`config.mk`:
```
export PLATFORM = sky130hd
export DESIGN_NAME = address_region_table
export DESIGN_NICKNAME = d
export VERILOG_FILES = /design/src/arq_pkg.sv /design/src/arq_cell.sv /design/src/address_region_table.sv
export SDC_FILE = /design/constraint.sdc
export NUM_CORES = 2
export LEC_CHECK = 0
export CORE_UTILIZATION = 55
export CTS_CLUSTER_SIZE = 16
export DETAILED_ROUTE_END_ITERATION = 8
export DONT_BUFFER_PORTS = 1
export HOLD_SLACK_MARGIN = 0.03
export PLACE_DENSITY = 0.73
export SLEW_MARGIN = 20
export SYNTH_ARGS = -nofsm -noshare
export SYNTH_HDL_FRONTEND = slang
export SYNTH_SLANG_ARGS = --single-unit
export TNS_END_PERCENT = 30
```
`constraint.sdc`:
```
create_clock -name clk -period 12.95 [get_ports clk]
set_input_delay 0.6475 -clock clk [delete_from_list [all_inputs] [get_ports clk]]
set_output_delay 0.6475 -clock clk [all_outputs]
set_load 0.1 [all_outputs]
```
`src/arq_pkg.sv`:
```
// Shared types and codes for the address region table.
// No dependencies; every other file of the block imports this package.
`default_nettype none

package arq_pkg;

    // Operation carried in the input tuser.
    typedef enum logic [1:0] {
        ACT_INSERT = 2'd0,
        ACT_REMOVE = 2'd1,
        ACT_LOOKUP = 2'd2,
        ACT_CLEAR  = 2'd3
    } arq_action_t;

    // Result code carried in the output tuser.
    typedef enum logic [1:0] {
        ST_OK   = 2'd0,
        ST_FULL = 2'd1,
        ST_MISS = 2'd2
    } arq_status_t;

    typedef enum logic [1:0] {
        S_IDLE,
        S_RUN,
        S_FINISH
    } arq_state_t;

    // Per-cell control: rotate one place, or take a broadcast entry instead.
    typedef struct packed {
        logic shift;
        logic load;
    } arq_ctl_t;

endpackage

`default_nettype wire

```
`src/arq_cell.sv`:
```
// One cell of the rotating region ring: start, end, protection and flags.
// Depends on arq_pkg for the cell control struct.
`default_nettype none

module arq_cell #(
    parameter int unsigned AW = 32
) (
    input  wire logic              clk,
    input  wire arq_pkg::arq_ctl_t ctl,
    input  wire logic [AW-1:0]     shift_start,
    input  wire logic [AW-1:0]     shift_end,
    input  wire logic [31:0]       shift_prot,
    input  wire logic [31:0]       shift_flags,
    input  wire logic [AW-1:0]     load_start,
    input  wire logic [AW-1:0]     load_end,
    input  wire logic [31:0]       load_prot,
    input  wire logic [31:0]       load_flags,
    output logic      [AW-1:0]     q_start,
    output logic      [AW-1:0]     q_end,
    output logic      [31:0]       q_prot,
    output logic      [31:0]       q_flags
);
    import arq_pkg::*;

    logic [AW-1:0] start_reg;
    logic [AW-1:0] end_reg;
    logic [31:0]   prot_reg;
    logic [31:0]   flags_reg;

    // A load wins over the shift so a new entry lands where its slot will be.
    always_ff @(posedge clk)
    begin
        if (ctl.load)
        begin
            start_reg <= load_start;
            end_reg   <= load_end;
            prot_reg  <= load_prot;
            flags_reg <= load_flags;
        end
        else if (ctl.shift)
        begin
            start_reg <= shift_start;
            end_reg   <= shift_end;
            prot_reg  <= shift_prot;
            flags_reg <= shift_flags;
        end
    end

    assign q_start = start_reg;
    assign q_end   = end_reg;
    assign q_prot  = prot_reg;
    assign q_flags = flags_reg;

endmodule

`default_nettype wire

```
`src/address_region_table.sv`:
```
// Top level of the address region table: control, valid bits and the cell ring.
// Depends on arq_pkg and arq_cell.
//
// Usage: a request word enters on the s_axis channel, the operation code in
// s_axis_tuser and the range, protection, flag and lookup address fields in
// s_axis_tdata. One response word per request leaves on m_axis: the status
// code in m_axis_tuser and the hit fields plus the region count in tdata.
//
// The region entries sit in a ring of SLOTS cells that rotates by one cell
// every cycle of a pass. The cell at the head always holds slot k of the pass,
// so the one compare unit at the head visits the slots in ascending order.
// After a whole pass the ring is back in its home order. Valid bits are
// kept apart by slot number, which lets an insert or the tail of a split be
// written straight into the lowest free slot wherever it is in the ring.
//
// Each request goes from S_IDLE, where it is accepted, through S_RUN, the pass
// over the ring, to S_FINISH, which hands the result to the output register;
// a new request is accepted only in S_IDLE, so a request is not taken before
// the last one is through. The output register holds a result until m_axis_tready;
// a finished pass waits in its last state while the previous word is unread.
//
// Reset clears all valid bits and the region count; entry payloads are left
// as they are and are never read before being written.
`default_nettype none

module address_region_table #(
    parameter int unsigned SLOTS     = 16,
    parameter int unsigned ADDR_BITS = 32
) (
    input  wire logic clk,
    input  wire logic rst_n,
    // Request channel.
    input  wire logic         s_axis_tvalid,
    output logic              s_axis_tready,
    // tdata, lowest bit up: range_start, range_end, prot_bits, flag_bits,
    // lookup_address (32 bits each).
    input  wire logic [159:0] s_axis_tdata,
    // tuser, lowest bit up: action (2 bits).
    input  wire logic [1:0]   s_axis_tuser,
    // Response channel.
    output logic              m_axis_tvalid,
    input  wire logic         m_axis_tready,
    // tdata, lowest bit up: hit_start, hit_end, hit_prot, hit_flags
    // (32 bits each), region_count, zero fill to a whole byte.
    output logic [((128 + $clog2(SLOTS + 1) + 7) / 8) * 8 - 1:0] m_axis_tdata,
    // tuser, lowest bit up: status (2 bits).
    output logic [1:0]        m_axis_tuser
);
    import arq_pkg::*;

    localparam int unsigned AW  = ADDR_BITS;
    localparam int unsigned IW  = $clog2(SLOTS);
    localparam int unsigned CW  = $clog2(SLOTS + 1);
    localparam int unsigned TDW = ((128 + CW + 7) / 8) * 8;

    // Cell outputs, indexed by ring position (position 0 is the head).
    logic [AW-1:0] c_start [SLOTS];
    logic [AW-1:0] c_end   [SLOTS];
    logic [31:0]   c_prot  [SLOTS];
    logic [31:0]   c_flags [SLOTS];
    arq_ctl_t      c_ctl   [SLOTS];

    arq_state_t    state_reg, state_next;
    logic [IW-1:0] k_reg, k_next;
    logic [SLOTS-1:0] valid_reg, valid_next;
    logic [CW-1:0] count_reg, count_next;

    // Request fields captured at acceptance.
    arq_action_t   act_reg;
    logic [AW-1:0] lo_reg, hi_reg, addr_reg;
    logic [31:0]   prot_in_reg, flags_in_reg;

    // Result being built during the pass.
    arq_status_t   st_reg, st_next;
    logic          found_reg, found_next;
    logic [AW-1:0] hs_reg, hs_next, he_reg, he_next;
    logic [31:0]   hp_reg, hp_next, hf_reg, hf_next;

    // Output register.
    logic          out_valid_reg;
    arq_status_t   out_st_reg;
    logic [31:0]   out_hs_reg, out_he_reg, out_hp_reg, out_hf_reg;
    logic [CW-1:0] out_cnt_reg;

    // Head processing.
    logic [AW-1:0] head_start, head_end;
    logic          head_valid;
    logic          free_any;
    logic [IW-1:0] free_idx;
    logic          load_en;
    logic [AW-1:0] load_start, load_end;
    logic [31:0]   load_prot, load_flags;
    logic [IW:0]   pos_raw;
    logic [IW-1:0] load_pos;
    logic          accept;
    logic          last_step;

    assign accept        = s_axis_tvalid && s_axis_tready;
    assign s_axis_tready = (state_reg == S_IDLE);
    assign head_valid    = valid_reg[k_reg];
    assign last_step     = (k_reg == IW'(SLOTS - 1));

    // Lowest free slot in the current valid vector.
    always_comb
    begin
        free_any = 1'b0;
        free_idx = '0;
        for (int i = SLOTS - 1; i >= 0; i--)
        begin
            if (!valid_reg[i])
            begin
                free_any = 1'b1;
                free_idx = IW'(i);
            end
        end
    end

    // Where slot free_idx sits in the ring after this cycle's rotation.
    always_comb
    begin
        pos_raw = (IW + 1)'(free_idx) + (IW + 1)'(SLOTS - 1) - (IW + 1)'(k_reg);
        if (pos_raw >= (IW + 1)'(SLOTS))
        begin
            pos_raw = pos_raw - (IW + 1)'(SLOTS);
        end
        load_pos = pos_raw[IW-1:0];
    end

    // Controller: next state, head update and result building.
    always_comb
    begin
        state_next = state_reg;
        k_next     = k_reg;
        valid_next = valid_reg;
        count_next = count_reg;
        st_next    = st_reg;
        found_next = found_reg;
        hs_next    = hs_reg;
        he_next    = he_reg;
        hp_next    = hp_reg;
        hf_next    = hf_reg;
        head_start = c_start[0];
        head_end   = c_end[0];
        load_en    = 1'b0;
        load_start = lo_reg;
        load_end   = hi_reg;
        load_prot  = prot_in_reg;
        load_flags = flags_in_reg;

        case (state_reg)
            S_IDLE:
            begin
                if (accept)
                begin
                    state_next = S_RUN;
                    k_next     = '0;
                    st_next    = ST_OK;
                    found_next = 1'b0;
                    hs_next    = '0;
                    he_next    = '0;
                    hp_next    = '0;
                    hf_next    = '0;
                end
            end
            S_RUN:
            begin
                case (act_reg)
                    ACT_INSERT:
                    begin
                        if (k_reg == '0)
                        begin
                            if (free_any)
                            begin
                                load_en              = 1'b1;
                                valid_next[free_idx] = 1'b1;
                                count_next           = count_reg + 1'b1;
                            end
                            else
                            begin
                                st_next = ST_FULL;
                            end
                        end
                    end
                    ACT_REMOVE:
                    begin
                        if (head_valid && !(c_start[0] >= hi_reg || c_end[0] <= lo_reg))
                        begin
                            if (c_start[0] >= lo_reg && c_end[0] <= hi_reg)
                            begin
                                valid_next[k_reg] = 1'b0;
                                count_next        = count_reg - 1'b1;
                            end
                            else if (c_start[0] < lo_reg && c_end[0] > lo_reg
                                     && c_end[0] <= hi_reg)
                            begin
                                head_end = lo_reg;
                            end
                            else if (c_start[0] >= lo_reg && c_start[0] < hi_reg
                                     && c_end[0] > hi_reg)
                            begin
                                head_start = hi_reg;
                            end
                            else if (c_start[0] < lo_reg && c_end[0] > hi_reg)
                            begin
                                // Split: the tail goes to the lowest free slot, if there is one.
                                head_end = lo_reg;
                                if (free_any)
                                begin
                                    load_en              = 1'b1;
                                    load_start           = hi_reg;
                                    load_end             = c_end[0];
                                    load_prot            = c_prot[0];
                                    load_flags           = c_flags[0];
                                    valid_next[free_idx] = 1'b1;
                                    count_next           = count_reg + 1'b1;
                                end
                                else
                                begin
                                    st_next = ST_FULL;
                                end
                            end
                        end
                    end
                    ACT_LOOKUP:
                    begin
                        if (!found_reg && head_valid && addr_reg >= c_start[0]
                            && addr_reg < c_end[0])
                        begin
                            found_next = 1'b1;
                            hs_next    = c_start[0];
                            he_next    = c_end[0];
                            hp_next    = c_prot[0];
                            hf_next    = c_flags[0];
                        end
                    end
                    ACT_CLEAR:
                    begin
                        valid_next[k_reg] = 1'b0;
                        count_next        = '0;
                    end
                    default:
                    begin
                    end
                endcase
                if (last_step)
                begin
                    k_next     = '0;
                    state_next = S_FINISH;
                end
                else
                begin
                    k_next = k_reg + 1'b1;
                end
            end
            S_FINISH:
            begin
                if (!out_valid_reg || m_axis_tready)
                begin
                    state_next = S_IDLE;
                end
            end
            default:
            begin
                state_next = S_IDLE;
            end
        endcase
    end

    // The cell chain: each cell takes its upper neighbor, the last one takes
    // the processed head entry.
    for (genvar j = 0; j < SLOTS; j++)
    begin : g_cell
        logic [AW-1:0] sh_start, sh_end;
        logic [31:0]   sh_prot, sh_flags;

        if (j == SLOTS - 1)
        begin : g_tail
            assign sh_start = head_start;
            assign sh_end   = head_end;
            assign sh_prot  = c_prot[0];
            assign sh_flags = c_flags[0];
        end
        else
        begin : g_mid
            assign sh_start = c_start[j+1];
            assign sh_end   = c_end[j+1];
            assign sh_prot  = c_prot[j+1];
            assign sh_flags = c_flags[j+1];
        end

        assign c_ctl[j].shift = (state_reg == S_RUN);
        assign c_ctl[j].load  = load_en && (load_pos == IW'(j));

        arq_cell #(
            .AW (AW)
        ) u_cell (
            .clk         (clk),
            .ctl         (c_ctl[j]),
            .shift_start (sh_start),
            .shift_end   (sh_end),
            .shift_prot  (sh_prot),
            .shift_flags (sh_flags),
            .load_start  (load_start),
            .load_end    (load_end),
            .load_prot   (load_prot),
            .load_flags  (load_flags),
            .q_start     (c_start[j]),
            .q_end       (c_end[j]),
            .q_prot      (c_prot[j]),
            .q_flags     (c_flags[j])
        );
    end

    // Control state.
    always_ff @(posedge clk or negedge rst_n)
    begin
        if (!rst_n)
        begin
            state_reg     <= S_IDLE;
            k_reg         <= '0;
            valid_reg     <= '0;
            count_reg     <= '0;
            out_valid_reg <= 1'b0;
        end
        else
        begin
            state_reg <= state_next;
            k_reg     <= k_next;
            valid_reg <= valid_next;
            count_reg <= count_next;
            if (state_reg == S_FINISH && (!out_valid_reg || m_axis_tready))
            begin
                out_valid_reg <= 1'b1;
            end
            else if (m_axis_tready)
            begin
                out_valid_reg <= 1'b0;
            end
        end
    end

    // Payload registers.
    always_ff @(posedge clk)
    begin
        if (accept)
        begin
            act_reg      <= arq_action_t'(s_axis_tuser);
            lo_reg       <= AW'(s_axis_tdata[31:0]);
            hi_reg       <= AW'(s_axis_tdata[63:32]);
            prot_in_reg  <= s_axis_tdata[95:64];
            flags_in_reg <= s_axis_tdata[127:96];
            addr_reg     <= AW'(s_axis_tdata[159:128]);
        end
        st_reg    <= st_next;
        found_reg <= found_next;
        hs_reg    <= hs_next;
        he_reg    <= he_next;
        hp_reg    <= hp_next;
        hf_reg    <= hf_next;
        if (state_reg == S_FINISH && (!out_valid_reg || m_axis_tready))
        begin
            out_cnt_reg <= count_reg;
            if (act_reg == ACT_LOOKUP && !found_reg)
            begin
                out_st_reg <= ST_MISS;
            end
            else
            begin
                out_st_reg <= st_reg;
            end
            out_hs_reg <= 32'(hs_reg);
            out_he_reg <= 32'(he_reg);
            out_hp_reg <= hp_reg;
            out_hf_reg <= hf_reg;
        end
    end

    assign m_axis_tvalid = out_valid_reg;
    assign m_axis_tuser  = out_st_reg;
    assign m_axis_tdata  = TDW'({out_cnt_reg, out_hf_reg, out_hp_reg, out_he_reg, out_hs_reg});

endmodule

`default_nettype wire

```
# == Word-level counts from Yosys, hierarchy flattened ==
# Index checks and enable logic that the tools add are counted.
# word_totals
ff_bits,2504
latch_bits,0
ram_bits,0
rom_bits,0
inputBits,166
elab_cells,484
n_memories,0
# classes
addsub,6
mul,0
n_div,0
order_cmp,15
n_eq_ne,38
shifts,0
muxes,271
bitwise_logic,3
reduce_logical,64
# op_table
cell,count
$mux 32,180
$pmux 32 s2,4
$mux 16,7
$ge 32x32->1,3
$lt 32x32->1,3
$mux 4,19
$gt 32x32->1,2
$le 32x32->1,2
$pmux 16 s3,1
$eq 4x4->1 const B,9
$reduce_bool 2->1,18
$mux 5,7
$mux 1,32
$logic_and 1x1->1,31
$ne 3x3->1 const B,9
$mux 2,11
$and 16x16->16,1
$eq 4x3->1 const B,4
$not 16->16,1
$or 16x16->16,1
$pmux 5 s3,1
$lt 4x5->1 const B,2
$reduce_and 9->1,1
$demux 1 s4,2
29 further kinds,46

# == Longest topological paths before layout ==
# depth
depth_word,28
mapped_depth,22
mapped_depth_nobuf,18

# == Hierarchy ==
# Synthesis repeated with hierarchy kept, for this count alone.
# hier_totals
cells_unflattened,6182
area_unflattened_um2,109826.6
# modules_own_cells
module,n_inst,cells_per_inst,area_per_inst_um2,seq_area_each_um2
arq_cell,16,271,5442.7,3843.7
address_region_table,1,1846,22743.1,13553.0

# == Worst setup path after synthesis ==
# OpenSTA, ideal clock, no wires.
# synth_timing
path_type,register -> register
from,reg g_cell[0].u_cell.end_reg[17]
to,"reg found_reg, enable pin"
setup_time_ns,0.806
t_arrival_ns,11.181
t_required_ns,12.144
slack_ns,0.963
path_stages_with_launch,12
path_buffers,0
path_cell_list,edfxtp_1 > inv_1 > ha_1 > a21o_1 > a21o_1 > a21oi_1 > o21ai_0 > a21oi_1 > nor2b_1 > o21ai_0 > o2111ai_1 > o31ai_1
# synth_between
elab_chain_cells,4
# synth_lines
element,line_no,rtl
"start, declared",arq_cell.sv:26,logic [AW-1:0] end_reg;
"start signal, assigned",arq_cell.sv:36,end_reg <= load_end;
"start signal, assigned",arq_cell.sv:43,end_reg <= shift_end;
$lt 32x32->1,address_region_table.sv:227,&& addr_reg < c_end[0])
$logic_and 1x1->1,address_region_table.sv:227,
$ne 2x1->1 (no source line),n/a,
$reduce_and 4->1 (no source line),n/a,
"end signal, assigned",address_region_table.sv:355,found_reg <= found_next;
"end, declared",address_region_table.sv:75,"logic found_reg, found_next;"
# Every way passes these cells.
# A chain may end at the register's enable or synchronous reset.

# == Worst setup path in the final report ==
# layout_timing
from,reg hi_reg[31]
to,"reg g_cell[15].u_cell.flags_reg[28], data pin"
# layout_between
elab_chain_cells,11
elab_cells_between_ends,28
classes_between,4 x order compare; 15 x mux; 9 x reduce/logical
# layout_lines
element,line_no,rtl
"start, declared",address_region_table.sv:70,"logic [AW-1:0] lo_reg, hi_reg, addr_reg;"
"start signal, assigned",address_region_table.sv:349,hi_reg <= AW'(s_axis_tdata[63:32]);
$gt 32x32->1 or $lt 32x32->1 (tied branches),"address_region_table.sv:199, address_region_table.sv:203, address_region_table.sv:198",
"$logic_and 1x1->1, on equally long branches","address_region_table.sv:203, address_region_table.sv:198",
$mux 1 or $logic_and 1x1->1 (tied branches),"address_region_table.sv:203, address_region_table.sv:199",
$mux 1,address_region_table.sv:198,else if (c_start[0] >= lo_reg && c_start[0] < hi_reg
$mux 1,address_region_table.sv:193,else if (c_start[0] < lo_reg && c_end[0] > lo_reg
$mux 1,address_region_table.sv:188,if (c_start[0] >= lo_reg && c_end[0] <= hi_reg)
$mux 1,address_region_table.sv:186,if (head_valid && !(c_start[0] >= hi_reg || c_end[0] <= lo_reg))
$pmux 1 s2,address_region_table.sv:167,case (act_reg)
$mux 1,address_region_table.sv:150,case (state_reg)
$logic_and 1x1->1,address_region_table.sv:292,assign c_ctl[j].load = load_en && (load_pos == IW'(j));
$mux 32 (*),arq_cell.sv:33,if (ctl.load)
"end signal, assigned",arq_cell.sv:38,flags_reg <= load_flags;
"end signal, assigned",arq_cell.sv:45,flags_reg <= shift_flags;
"end, declared",arq_cell.sv:28,logic [31:0] flags_reg;
# Mark *: on every way between the ends. The rest lies on a longest branch, timed or not.

==> metrics.md <==
| Metric | Value |
|---|---|
| Cell occurring most often along the worst timing path | `sky130_fd_sc_hd__buf_4` |
| Clock tree root driver cell | `sky130_fd_sc_hd__clkbuf_16` |
| Final Cycle Share | `0.482` |
| Predominant post-synthesis flop cell | `sky130_fd_sc_hd__edfxtp_1` |
| Endpoint kind of the worst setup timing path | `flip-flop` |
| Top Ports | `306` |
| Final net count | `8618` |
| Total wire length | `285000 um` |
| Top achievable clock speed | `160 MHz` |
| Register area share after synthesis | `0.716` |
| H-tree level count | `4` |
| Vias after detailed routing | `68600` |
| Met2 GRT Util | `0.481` |
| Clock insertion delay at the later pin of the skew report | `0.92 ns` |
| Status | `finished, final reports clean` |
| First-pass iteration count of the detailed router | `8` |
| Aggregate negative setup slack | `0 ns` |
| Cell count after synthesis | `8325` |
| Top-count cell post-synth | `sky130_fd_sc_hd__edfxtp_1` |
| Area of the core | `189000 um2` |
| Antenna Violating Nets Remaining | `0` |
| Post-synthesis cell type count | `68` |
| Initial antenna violation count | `10` |
| Worst slew margin relative to its limit | `0.104` |
| Via/cell ratio | `6.25` |
| Worst Tran Pin Value | `1.34 ns` |
| Data arrival time at the worst-slack endpoint | `6.89 ns` |
| Worst setup skew after layout | `0.0951 ns` |
| Max Cap Violations | `0` |
| Met3 Usage GRT | `0.0452` |
| Required time at the endpoint of the critical path | `13.60 ns` |
| Residual overflow from global routing | `0` |
| Final number of setup-violating endpoints | `0` |
| Final Critical Period | `6.25 ns` |
| Number of cells upsized or downsized after cts | `0` |
| Post-Syn Area | `105000 um2` |
| Die width | `438 um` |
| Global-route total usage across every layer | `0.294` |
| Combinational family with the most area after synthesis | `compound AO/OA/AOI/OAI gates` |
| Clock sink count | `2504` |
| Placer's final routability congestion estimate | `0.925` |
| Min-Delay Path Class | `input pin to flip-flop` |
| Via count of the first global-routing pass | `67000` |
| Avg WL per Cell | `25.9 um` |
| Area fraction in compound gates after synthesis | `0.116` |
| Kind of critical path | `flip-flop to flip-flop` |
| CTS tree | `yes` |
| Mux cell area share after synthesis | `0.0200` |
| Total of buffers placed on input and output ports | `0` |
| Cell types with the largest area share after synthesis | `sky130_fd_sc_hd__edfxtp_1 71%, sky130_fd_sc_hd__a21oi_1 9.6%, sky130_fd_sc_hd__nor2_1 7.2%` |
| Power per cell area | `261 nW/um2` |
| Count of routing violations after the opening detailed-route iteration | `8263` |
| Number of flip-flops and latches in the synthesized netlist | `2504` |
| Signed area change from the synthesized netlist to the final layout | `11.4%` |
| Starting utilization of the core area | `0.556` |
| Kind of start point of the critical path | `flip-flop` |
| Share of the synthesized netlist area taken by xor and xnor gates | `0.000334` |
| Worst-path fanout max | `55` |
| Height of the die | `438 um` |
| Synthesized-area fraction occupied by and/or/nand/nor cells | `0.0891` |
| Fraction of layout instances using a drive strength above 1 | `0.0880` |
| Die footprint | `192000 um2` |
| Count of warnings emitted by yosys | `0` |
| Synth Area per Inst | `12.6 um2` |
| Count of flip-flops with a built-in enable after synthesis | `2476` |
| Layer with the highest usage | `met2` |
| Cell taking the most area after synthesis | `sky130_fd_sc_hd__edfxtp_1` |
| Share of flip-flops with an asynchronous set or reset after synthesis | `0.0112` |
| RSZ-0062 raised after global routing | `no` |
| Leakage power | `0.0419 uW` |
| Final hold viol count | `0` |
| Crit path max-delay cell type | `sky130_fd_sc_hd__or3_4` |
| DRC violations left | `0` |
| HPWL Detailed | `160000 um` |
| Slew Viols, Final | `0` |
| Cell-by-cell trace of the critical path | `inv_1 -> ha_1 -> nand4_1 -> nor4_1 -> nand2_1 -> o22a_1 -> nor4_4 -> buf_4 -> or3_4 -> buf_4 -> mux2_2` |
| First-pass GRT wire length | `426000 um` |
| Number of buffers between clock root and the deepest sink | `3` |
| Worst supply voltage drop on vdd | `0.000204 V` |
| Number of buffers created by CTS | `239` |
| Post-synthesis share of cell area spent on full adders, half adders and majority gates | `0.0241` |
| Clock edge transition at the registers on the reported setup and hold paths | `0.07 ns` |
| Core utilization of the finished layout | `0.619` |
| Most instantiated cells after synthesis | `2476 x sky130_fd_sc_hd__edfxtp_1, 2017 x sky130_fd_sc_hd__nor2_1, 2006 x sky130_fd_sc_hd__a21oi_1, 359 x sky130_fd_sc_hd__buf_2, 228 x sky130_fd_sc_hd__clkbuf_1` |
| GR Util met1 | `0.402` |
| Pin count of the biggest net entering global routing | `199` |
| Critical Path Max Stage Delay | `0.95 ns` |
| # rows | `159` |
| Top-area cell type share of the netlist area | `0.710` |
-- layout make-up --
type,count,area [um2]
clock inverters,185,2090
clock buffers,271,6120
repair buffers,320,3040
multi-input cells,5023,26600
flip-flops and latches,2504,75100
diodes,8,20.0
inverters,163,704
fillers,14000,71800
well taps,2495,3120
-- cells in the final DEF, fill, tap and decap left out, types with 17 or more instances in the layout --
cell,instances
sky130_fd_sc_hd__a21o_1,33
sky130_fd_sc_hd__a21oi_1,2006
sky130_fd_sc_hd__a21oi_2,30
sky130_fd_sc_hd__a22oi_1,34
sky130_fd_sc_hd__a31oi_1,80
sky130_fd_sc_hd__and2_1,69
sky130_fd_sc_hd__buf_4,136
sky130_fd_sc_hd__bufinv_16,35
sky130_fd_sc_hd__clkbuf_1,31
sky130_fd_sc_hd__clkbuf_16,240
sky130_fd_sc_hd__clkinv_1,48
sky130_fd_sc_hd__clkinv_2,61
sky130_fd_sc_hd__clkinvlp_4,17
sky130_fd_sc_hd__dfrtp_1,28
sky130_fd_sc_hd__dlygate4sd3_1,164
sky130_fd_sc_hd__edfxtp_1,2476
sky130_fd_sc_hd__ha_1,200
sky130_fd_sc_hd__inv_1,145
sky130_fd_sc_hd__inv_6,20
sky130_fd_sc_hd__mux2_2,64
sky130_fd_sc_hd__mux2i_1,68
sky130_fd_sc_hd__mux2i_2,58
sky130_fd_sc_hd__nand2_1,46
sky130_fd_sc_hd__nand3_1,23
sky130_fd_sc_hd__nand4_1,45
sky130_fd_sc_hd__nor2_1,2013
sky130_fd_sc_hd__nor3_1,18
sky130_fd_sc_hd__o21ai_0,37
sky130_fd_sc_hd__o22ai_1,34
-- worst max-delay path: cells and delay by family, from the launching register on --
kind	cells	cell delay [ns]
mux	1	0.42
flops	1	0.73
fa+ha+maj	1	0.35
buf+inv	3	1.72
compound gates	1	0.31
simple gates	5	2.36
-- final timing paths --
check                              start                             to  slack [ns]  depth (start not counted)
hold / removal             s_axis_tvalid                   state_reg[0]        0.25                          2
max in group asynchronous          rst_n                   valid_reg[2]       12.47                          2
hold reg to reg                hs_reg[4]                  out_hs_reg[4]        0.36                          0
setup / recovery              hi_reg[31]  g_cell[15].u_cell.q_flags[28]        6.70                         11
min in group asynchronous          rst_n                       k_reg[3]        0.30                          2
setup reg to reg              hi_reg[31]  g_cell[15].u_cell.q_flags[28]        6.70                         11
-- cell families after synthesis --
family                     after synthesis
muxes                                  196
xor gates and xnor gates                 4
other                                    1
DFF                                   2504
and+or+nand+nor                       2305
buffers and inverters                  800
AOI/OAI and AO/OA                     2314
adders and majority gates              201
-- metrics by stage --
| stage | total power (uW) | area [um2] | hold slack, ns | worst slack, ns | std cells |
|---|---|---|---|---|---|
| 3_5_place_dp | 23100 | 107000 | 0.352 | 6.87 | 10300 |
| 4_1_cts | 30500 | 117000 | 0.220 | 6.88 | 11000 |
| 6_report | 30500 | 117000 | 0.255 | 6.70 | 11000 |
| 3_3_place_gp | 22800 | 107000 | 0.353 | 6.88 | 10300 |
| 2_1_floorplan | 20400 | 105000 | 0.352 | 0.963 | 8327 |
| 5_1_grt | 31900 | 117000 | 0.284 | 6.53 | 11000 |
-- metal layers --
metal  part of all wire  vias to the layer above
met1               0.39                    34200
met2               0.49                     3701
met4              0.038                        4
li1                   -                    30100
met5           0.000095                        -
met3              0.090                      550
-- where the power goes --
group          internal, uW  switching, uW
Sequential            14300           1480
Combinational          2430           4980
Clock                  4130           3180
-- timing repair --
item | CTS | global route
hold buffers | 165 | 0
endpoints found under the hold margin | 191 | 0
setup buffers | 0 | 0
No activity file was read; power rests on OpenSTA's default activity.
